$ cat src/rtl/plsc_pkg.sv
// Package for the peak limiter with cubic soft clip.
// Widths, fixed-point constants and shared types; no dependencies.
package plsc_pkg;

   // Field widths
   localparam int SAMPLE_W = 17;   // signed Q3.14 input sample
   localparam int VOL_W    = 17;   // unsigned Q1.16 volume
   localparam int PCM_W    = 16;   // signed PCM result

   // Limiter gain, Q1.GAIN_FRAC_BITS
   localparam int GAIN_FRAC_BITS = 30;
   localparam int GAIN_W         = GAIN_FRAC_BITS + 1;

   // Shared multiplier: A operand holds |raw| (up to 2^32), B operand the gain
   localparam int RAW_W    = 34;
   localparam int B_W      = (GAIN_W > 31) ? GAIN_W : 31;
   localparam int DIGIT_W  = 16;
   localparam int NDIGITS  = (B_W + DIGIT_W - 1) / DIGIT_W;
   localparam int BPAD_W   = NDIGITS * DIGIT_W;
   localparam int ACC_W    = RAW_W + BPAD_W;
   localparam int MAC_CNT_W = $clog2(NDIGITS + 1);
   localparam int DIV_CNT_W = $clog2(GAIN_FRAC_BITS + 1);

   // Soft clip values in Q.30
   localparam int CLIP_W = 31;     // 0 .. 1.0
   localparam int CUBE_W = 30;     // below 1.0

   // Constants
   localparam logic [VOL_W-1:0]  VOL_ONE   = 17'd65536;
   localparam logic [VOL_W-1:0]  VOL_RESET = 17'd9830;
   localparam logic [RAW_W-1:0]  THR_Q30   = 34'd987842478;
   localparam logic [RAW_W-1:0]  REC_Q32   = 34'd85899;
   localparam logic [B_W-1:0]    PCM_SCALE = B_W'(32200);
   localparam logic [RAW_W-1:0]  ONE_Q30   = 34'd1073741824;
   localparam logic [GAIN_W-1:0] GAIN_ONE  = {1'b1, {GAIN_FRAC_BITS{1'b0}}};

   // Core handshake status toward the top level
   typedef struct packed {
      logic ready;   // idle, can take a sample
      logic done;    // result word waiting
   } core_stat_type;

endpackage

$ cat src/rtl/peak_limiter_soft_clip_top.sv
// Peak limiter with cubic soft clip, top level: volume register, input
// handshake and output word register. Depends on plsc_pkg, plsc_core.
// Latency from input accept to rsp_valid is longer when the gain is cut than when it
// recovers and shorter when the soft clip saturates; it is set by the digit-serial
// multiplier passes and the one-bit divide steps. The core holds one word at a time.
// It takes a new sample only when idle. Sync reset: volume 9830, gain 1.0.
module peak_limiter_soft_clip_top (
   input  logic                          clock,
   input  logic                          reset,
   input  logic                          req_valid,
   output logic                          req_stall,
   input  logic [plsc_pkg::SAMPLE_W-1:0] req_sample_in,
   output logic                          rsp_valid,
   input  logic                          rsp_stall,
   output logic [plsc_pkg::PCM_W-1:0]    rsp_pcm_out,
   input  logic                          csr_write_enable,
   input  logic [plsc_pkg::VOL_W-1:0]    csr_write_data
);
   import plsc_pkg::*;

   logic [VOL_W-1:0] volume_ff;
   logic             full_ff;
   logic [PCM_W-1:0] pcm_ff;
   core_stat_type    stat;
   logic [PCM_W-1:0] core_pcm;
   logic             take;
   logic             start;

   assign start     = req_valid && stat.ready;
   assign req_stall = !stat.ready;
   // move a finished word into the output register when it is free
   assign take      = stat.done && (!full_ff || !rsp_stall);

   plsc_core u_core (
      .clock     (clock),
      .reset     (reset),
      .start     (start),
      .sample_in (req_sample_in),
      .volume    (volume_ff),
      .take      (take),
      .stat      (stat),
      .pcm_out   (core_pcm)
   );

   // volume register
   always_ff @(posedge clock) begin
      if (reset) begin
         volume_ff <= VOL_RESET;
      end else if (csr_write_enable) begin
         volume_ff <= csr_write_data;
      end
   end

   // output word register
   always_ff @(posedge clock) begin
      if (reset) begin
         full_ff <= 1'b0;
      end else if (take) begin
         full_ff <= 1'b1;
      end else if (!rsp_stall) begin
         full_ff <= 1'b0;
      end
      if (take) begin
         pcm_ff <= core_pcm;
      end
   end

   assign rsp_valid   = full_ff;
   assign rsp_pcm_out = pcm_ff;

endmodule

$ cat src/rtl/plsc_mac.sv
// Shared multiplier for the peak limiter: digit-serial A * B, one 16-bit digit
// of B per cycle, most significant first. Depends on plsc_pkg.
module plsc_mac (
   input  logic                        clock,
   input  logic                        reset,
   input  logic                        start,
   input  logic [plsc_pkg::RAW_W-1:0]  op_a,
   input  logic [plsc_pkg::B_W-1:0]    op_b,
   output logic                        done,
   output logic [plsc_pkg::ACC_W-1:0]  product
);
   import plsc_pkg::*;

   logic [RAW_W-1:0]         a_ff;
   logic [BPAD_W-1:0]        b_ff, b_in;
   logic [ACC_W-1:0]         acc_ff, acc_in;
   logic [MAC_CNT_W-1:0]     cnt_ff, cnt_in;
   logic                     done_ff, done_in;
   logic [RAW_W+DIGIT_W-1:0] part;
   logic [ACC_W-1:0]         acc_shift;

   // one partial product per cycle, accumulated Horner style
   always_comb begin
      part      = a_ff * b_ff[BPAD_W-1 -: DIGIT_W];
      acc_shift = {acc_ff[ACC_W-DIGIT_W-1:0], {DIGIT_W{1'b0}}};
      acc_in    = acc_ff;
      b_in      = b_ff;
      cnt_in    = cnt_ff;
      done_in   = 1'b0;
      if (start) begin
         acc_in = '0;
         b_in   = BPAD_W'(op_b);
         cnt_in = MAC_CNT_W'(NDIGITS);
      end else if (cnt_ff != '0) begin
         acc_in  = acc_shift + ACC_W'(part);
         b_in    = {b_ff[BPAD_W-DIGIT_W-1:0], {DIGIT_W{1'b0}}};
         cnt_in  = cnt_ff - 1'b1;
         done_in = (cnt_ff == MAC_CNT_W'(1));
      end
   end

   always_ff @(posedge clock) begin
      if (reset) begin
         cnt_ff  <= '0;
         done_ff <= 1'b0;
      end else begin
         cnt_ff  <= cnt_in;
         done_ff <= done_in;
      end
      if (start) begin
         a_ff <= op_a;
      end
      b_ff   <= b_in;
      acc_ff <= acc_in;
   end

   assign done    = done_ff;
   assign product = acc_ff;

endmodule

$ cat src/rtl/plsc_core.sv
// Sequencer and datapath of the peak limiter: volume scale, gain update,
// restoring divide, cubic soft clip and PCM scaling. Depends on plsc_pkg, plsc_mac.
module plsc_core (
   input  logic                          clock,
   input  logic                          reset,
   input  logic                          start,
   input  logic [plsc_pkg::SAMPLE_W-1:0] sample_in,
   input  logic [plsc_pkg::VOL_W-1:0]    volume,
   input  logic                          take,
   output plsc_pkg::core_stat_type       stat,
   output logic [plsc_pkg::PCM_W-1:0]    pcm_out
);
   import plsc_pkg::*;

   typedef enum logic [9:0] {
      ST_IDLE = 10'b0000000001,
      ST_RAW  = 10'b0000000010,
      ST_MAG  = 10'b0000000100,
      ST_REC  = 10'b0000001000,
      ST_DIV  = 10'b0000010000,
      ST_LIM  = 10'b0000100000,
      ST_SQ   = 10'b0001000000,
      ST_CUBE = 10'b0010000000,
      ST_PCM  = 10'b0100000000,
      ST_DONE = 10'b1000000000
   } state_type;

   state_type              state_ff, state_in;
   logic                   wait_ff, wait_in;
   logic                   neg_ff, neg_in;
   logic [SAMPLE_W-1:0]    smag_ff, smag_in;
   logic [RAW_W-1:0]       araw_ff, araw_in;
   logic [GAIN_W-1:0]      gain_ff, gain_in;
   logic [RAW_W-1:0]       rem_ff, rem_in;
   logic [DIV_CNT_W-1:0]   div_cnt_ff, div_cnt_in;
   logic [CUBE_W-1:0]      m_ff, m_in;
   logic [CUBE_W-1:0]      m2_ff, m2_in;
   logic [CLIP_W-1:0]      c_ff, c_in;
   logic [PCM_W-1:0]       pcm_ff, pcm_in;

   logic                   mac_start, mac_done, mul_state;
   logic [RAW_W-1:0]       mac_a;
   logic [B_W-1:0]         mac_b;
   logic [ACC_W-1:0]       product;

   logic [VOL_W-1:0]       vol_clamp;
   logic [GAIN_W-1:0]      g_clamp;
   logic [RAW_W-1:0]       prod_f;
   logic [GAIN_W-1:0]      rec_inc;
   logic [GAIN_W:0]        gain_sum;
   logic [CUBE_W-1:0]      prod_q30;
   logic [CLIP_W:0]        tri_m, clip_diff;
   logic [PCM_W-2:0]       pcm_mag;
   logic [RAW_W-1:0]       rem_shift;
   logic [SAMPLE_W-1:0]    s_neg;

   plsc_mac u_mac (
      .clock   (clock),
      .reset   (reset),
      .start   (mac_start),
      .op_a    (mac_a),
      .op_b    (mac_b),
      .done    (mac_done),
      .product (product)
   );

   // clamps and product slices
   always_comb begin
      vol_clamp = (volume > VOL_ONE) ? VOL_ONE : volume;
      g_clamp   = (gain_ff > GAIN_ONE) ? GAIN_ONE : gain_ff;
      prod_f    = product[GAIN_FRAC_BITS +: RAW_W];
      rec_inc   = product[32 +: GAIN_W];
      gain_sum  = {1'b0, g_clamp} + {1'b0, rec_inc};
      prod_q30  = product[30 +: CUBE_W];
      pcm_mag   = product[30 +: PCM_W-1];
      rem_shift = {rem_ff[RAW_W-2:0], 1'b0};
      s_neg     = ~sample_in + 1'b1;
      // 3m - m3, then halve
      tri_m     = {1'b0, m_ff, 1'b0} + (CLIP_W+1)'(m_ff);
      clip_diff = tri_m - (CLIP_W+1)'(prod_q30);
   end

   // multiplier operand select
   always_comb begin
      mul_state = 1'b1;
      mac_a     = '0;
      mac_b     = '0;
      unique case (state_ff)
         ST_RAW: begin
            mac_a = RAW_W'(smag_ff);
            mac_b = B_W'(vol_clamp);
         end
         ST_MAG: begin
            mac_a = araw_ff;
            mac_b = B_W'(g_clamp);
         end
         ST_REC: begin
            mac_a = REC_Q32;
            mac_b = B_W'(GAIN_ONE - g_clamp);
         end
         ST_LIM: begin
            mac_a = araw_ff;
            mac_b = B_W'(gain_ff);
         end
         ST_SQ: begin
            mac_a = RAW_W'(m_ff);
            mac_b = B_W'(m_ff);
         end
         ST_CUBE: begin
            mac_a = RAW_W'(m2_ff);
            mac_b = B_W'(m_ff);
         end
         ST_PCM: begin
            mac_a = RAW_W'(c_ff);
            mac_b = PCM_SCALE;
         end
         default: mul_state = 1'b0;
      endcase
      mac_start = mul_state && !wait_ff;
   end

   // sequencer
   always_comb begin
      state_in   = state_ff;
      wait_in    = wait_ff;
      neg_in     = neg_ff;
      smag_in    = smag_ff;
      araw_in    = araw_ff;
      gain_in    = gain_ff;
      rem_in     = rem_ff;
      div_cnt_in = div_cnt_ff;
      m_in       = m_ff;
      m2_in      = m2_ff;
      c_in       = c_ff;
      pcm_in     = pcm_ff;

      if (mac_start) begin
         wait_in = 1'b1;
      end else if (mul_state && mac_done) begin
         wait_in = 1'b0;
      end

      unique case (state_ff)
         ST_IDLE: begin
            if (start) begin
               neg_in   = sample_in[SAMPLE_W-1];
               smag_in  = sample_in[SAMPLE_W-1] ? s_neg : sample_in;
               state_in = ST_RAW;
            end
         end
         ST_RAW: begin
            if (wait_ff && mac_done) begin
               araw_in  = product[RAW_W-1:0];
               state_in = ST_MAG;
            end
         end
         ST_MAG: begin
            if (wait_ff && mac_done) begin
               if (prod_f > THR_Q30) begin
                  // cut: gain = 0.92 / |raw|, quotient built one bit a cycle
                  rem_in     = THR_Q30;
                  gain_in    = '0;
                  div_cnt_in = DIV_CNT_W'(GAIN_FRAC_BITS);
                  state_in   = ST_DIV;
               end else begin
                  state_in = ST_REC;
               end
            end
         end
         ST_REC: begin
            if (wait_ff && mac_done) begin
               gain_in  = (gain_sum > {1'b0, GAIN_ONE}) ? GAIN_ONE
                                                        : gain_sum[GAIN_W-1:0];
               state_in = ST_LIM;
            end
         end
         ST_DIV: begin
            if (rem_shift >= araw_ff) begin
               rem_in  = rem_shift - araw_ff;
               gain_in = {gain_ff[GAIN_W-2:0], 1'b1};
            end else begin
               rem_in  = rem_shift;
               gain_in = {gain_ff[GAIN_W-2:0], 1'b0};
            end
            div_cnt_in = div_cnt_ff - 1'b1;
            if (div_cnt_ff == DIV_CNT_W'(1)) begin
               state_in = ST_LIM;
            end
         end
         ST_LIM: begin
            if (wait_ff && mac_done) begin
               if (prod_f >= ONE_Q30) begin
                  // saturated soft clip
                  c_in     = CLIP_W'(ONE_Q30);
                  state_in = ST_PCM;
               end else begin
                  m_in     = prod_f[CUBE_W-1:0];
                  state_in = ST_SQ;
               end
            end
         end
         ST_SQ: begin
            if (wait_ff && mac_done) begin
               m2_in    = prod_q30;
               state_in = ST_CUBE;
            end
         end
         ST_CUBE: begin
            if (wait_ff && mac_done) begin
               c_in     = clip_diff[CLIP_W:1];
               state_in = ST_PCM;
            end
         end
         ST_PCM: begin
            if (wait_ff && mac_done) begin
               pcm_in   = neg_ff ? (PCM_W'(0) - {1'b0, pcm_mag}) : {1'b0, pcm_mag};
               state_in = ST_DONE;
            end
         end
         ST_DONE: begin
            if (take) begin
               state_in = ST_IDLE;
            end
         end
         default: state_in = ST_IDLE;
      endcase
   end

   always_ff @(posedge clock) begin
      if (reset) begin
         state_ff   <= ST_IDLE;
         wait_ff    <= 1'b0;
         gain_ff    <= GAIN_ONE;
         div_cnt_ff <= '0;
      end else begin
         state_ff   <= state_in;
         wait_ff    <= wait_in;
         gain_ff    <= gain_in;
         div_cnt_ff <= div_cnt_in;
      end
      neg_ff  <= neg_in;
      smag_ff <= smag_in;
      araw_ff <= araw_in;
      rem_ff  <= rem_in;
      m_ff    <= m_in;
      m2_ff   <= m2_in;
      c_ff    <= c_in;
      pcm_ff  <= pcm_in;
   end

   assign stat.ready = (state_ff == ST_IDLE);
   assign stat.done  = (state_ff == ST_DONE);
   assign pcm_out    = pcm_ff;

endmodule

$ cat config.mk
export PLATFORM = sky130hd
export DESIGN_NAME = peak_limiter_soft_clip_top
export DESIGN_NICKNAME = d
export VERILOG_FILES = /design/src/rtl/plsc_pkg.sv /design/src/rtl/peak_limiter_soft_clip_top.sv /design/src/rtl/plsc_mac.sv /design/src/rtl/plsc_core.sv
export SDC_FILE = /design/constraint.sdc
export NUM_CORES = 2
export LEC_CHECK = 0
export BUFFER_PORTS_ARGS = -buffer_cell sky130_fd_sc_hd__buf_4
export CAP_MARGIN = 20
export CORE_UTILIZATION = 30
export CTS_BUF_LIST = sky130_fd_sc_hd__clkbuf_16
export DETAILED_ROUTE_END_ITERATION = 8
export PLACE_DENSITY_LB_ADDON = 0.1
export SLEW_MARGIN = 20
export SYNTH_ARGS = -nofsm -noshare
export SYNTH_HDL_FRONTEND = slang
export SYNTH_SLANG_ARGS = --single-unit
$ cat constraint.sdc
create_clock -name clock -period 8.53 [get_ports clock]
set_clock_uncertainty 0.1 [all_clocks]
set_input_delay 0.4265 -clock clock [delete_from_list [all_inputs] [get_ports clock]]
set_output_delay 0.4265 -clock clock [all_outputs]
set_load 0.005 [all_outputs]
==> results.cfg <==
[run_status]
status = completed

[place]
port_buffers = 56
pre_cts_ws_ps = 479
place_hpwl_mm = 111
finalWeightedCongestion = 0.850

[global_routing]
track_usage = 0.207
grt_pass1_vias = 33500
met2_usage = 0.344
grt_max_degree = 69
grt_pass1_wl_mm = 221
antenna_found_initial = 4
grt-ovfl-total = 0
met3_usage = 0.0162
gr-usage-met1 = 0.293
grt_busiest_layer = met2

[floorplan]
io-pin-count = 57
die_w_um = 377
std_cell_rows = 137
core_sq_um = 139000
dieArea_sq_um = 142000
die_h_um = 377
initial_utilization = 0.302

[timing]
hold_viol_final = 0
setup_viol = 0
setup_ws_ps = 451
worst_pin_slew_ps = 1230
min_period_ps = 8080
slew_viol_final = 0
finalSetupTns_ps = 0
whs_ps = 24.3
slew_headroom = 0.174
final.period_utilization = 0.947
fmax_mhz = 124
rsz0062_at_grt = false

[yosys]
syn_nets = 5412
synth_area_leaders = fa_1, edfxtp_1, ha_1, inv_1, dfxtp_1
synthCells = 4622
yosysUniqueCellTypes = 89
synth_top_area_frac = 0.244
syn_area_sq_um = 42100
synthArstFlopShare = 0
seq_area_frac_synth = 0.258
synth_edf_count = 273
syn_avg_cell_area_sq_um = 9.10
synth_warnings = 0
ys_seq_elements = 406
yosys_most_used_dff = edfxtp_1
synth_area_leader_cell = fa_1

[final_layout]
layout_common_cells = inv_1, nand2_1, fa_1
final_common_cell = inv_1
area_delta_synth_final_pct = 11.4
nets = 5418
drive_above_1_share = 0.0634

[clock_network]
numCtsBuffers = 51
clk_pin_slew_ps = 60
cts.sinks = 406
clk_path_buf_depth = 3
tritoncts = yes
clockRootBuffer = clkbuf_16
clk_latency_ps = 620
htreeDepth = 2
postCtsSetupBuffers = 0

[critical_path]
arrival_ps = 8440
crit_type = register to register
required_ps = 8890
path_max_fanout = 13
cp-start-kind = register
endpoint_kind = register

[routing]
num_vias = 32400
wl_per_cell_um = 22.2
wl_mm = 145
drc = 0
via_per_inst = 4.95
drtIter0Drc = 2483
drtPass1Iterations = 7
drtAntennaViolNets = 0

[job]
max_cap_violations = 0

[hold_path]
hold_path_class = input pin to register
-- Yosys cell counts (9+ instances only) --
cell type    n
a221oi_1    33
a31oi_1     26
xnor2_1    104
a311oi_1     9
o21bai_1    18
or2_2       14
nand2b_1    15
a31o_2      10
edfxtp_1   273
a211oi_2     9
o21a_1      25
dfxtp_1    133
a21o_1      97
nor4_1      15
nor2_1     219
fa_1       512
nor3b_1     17
a221o_1     10
a21oi_1    229
and3_1      31
o31ai_1     14
nor2b_1     45
a22oi_1     19
clkbuf_1   209
or4_1        9
mux2i_1     32
and2_1     246
a222oi_1    38
nand3_1     62
xor2_1      49
inv_1      784
nand3b_1    11
a211oi_1    27
o21ai_0    153
nand4_1     21
ha_1       239
a21boi_0    10
or3_1       33
nor3_1      46
a211o_1     15
buf_1        9
nand2_1    640
o211ai_1    10
-- cells by family after synthesis --
| logic type | count (synthesis) | synth area share |
|---|---|---|
| compound gates | 820 | 0.132 |
| buf+inv | 1007 | 0.0901 |
| fa+ha+maj | 751 | 0.315 |
| mux | 32 | 0.00761 |
| xor+xnor | 153 | 0.0318 |
| simple gates | 1453 | 0.165 |
| flops | 406 | 0.258 |
-- layer usage --
layer  vias to the layer above  routed length, um  share of wire
met2                       566              68300           0.47
met1                     16500              68700           0.47
met4                         0               3500          0.024
li1                      15200                  -              -
met5                         -                  0              0
met3                       126               4680          0.032
-- worst paths after layout --
check,startpoint,endpoint,slack [ps],cells past startpoint
setup / recovery,u_core.u_mac.b_ff[30],u_core.u_mac.product[63],450,21
hold / removal,req_sample_in[12],u_core.smag_ff[12],20,2
setup reg to reg,u_core.u_mac.b_ff[30],u_core.u_mac.product[63],450,21
hold reg to reg,u_core.pcm_out[5],rsp_pcm_out[5],320,0
-- registers in the layout, indices dropped and copies added, names as in the netlist --
signal,flops
u_core.c_ff,31
u_core.gain_ff,31
u_core.neg_ff,1
u_core.u_mac.done,1
u_core.u_mac.b_ff,32
u_core.smag_ff,17
u_core.pcm_out,16
u_core.u_mac.product,64
rsp_valid,1
u_core.araw_ff,34
u_core.state_ff,10
rsp_pcm_out,16
u_core.u_mac.cnt_ff,2
u_core.m_ff,30
volume_ff,17
u_core.wait_ff,1
u_core.rem_ff,33
u_core.u_mac.a_ff,34
u_core.m2_ff,30
u_core.div_cnt_ff,5
-- stage by stage --
| step | cells | area [sq um] | utilization |
|---|---|---|---|
| detailed placement | 6426 | 44800 | 0.322 |
| CTS | 6547 | 46900 | 0.336 |
| global route | 6547 | 46900 | 0.336 |
| global placement | 6426 | 44800 | 0.322 |
| floorplan | 4622 | 42100 | - |
| finish | 6548 | 46900 | 0.336 |
-- repair_timing --
item                                    CTS  global route
hold endpoints to repair                 25             0
hold buffers                             25             0
resized for setup                         0             1
endpoints found under the setup margin    0             5
-- layout make-up --
| class | count | area, sq um |
|---|---|---|
| Clock inverter | 43 | 467 |
| Clock buffer | 53 | 1330 |
| Antenna cell | 1 | 2.50 |
| Sequential cell | 406 | 10900 |
| Timing Repair Buffer | 175 | 1440 |
| Tap cell | 1876 | 2350 |
| Inverter | 785 | 2950 |
| Fill cell | 14600 | 92500 |
| Multi-Input combinational cell | 3209 | 27500 |
-- critical path, stage by stage, from the launching register on --
cell	delay, ps
edfxtp_1	940
buf_4	320
and2_1	200
fa_1	490
fa_1	530
fa_1	560
fa_1	550
fa_1	600
inv_1	70
fa_1	540
inv_1	50
ha_1	350
and3_1	290
a31oi_1	290
nor3_1	90
nor4b_1	390
o21bai_1	250
o31ai_1	540
a41o_1	410
a21oi_1	150
xnor2_1	150
a21oi_1	80
Power is not shown: default switching activity piles up to over one toggle a cycle in this logic, so the estimate is an artifact.
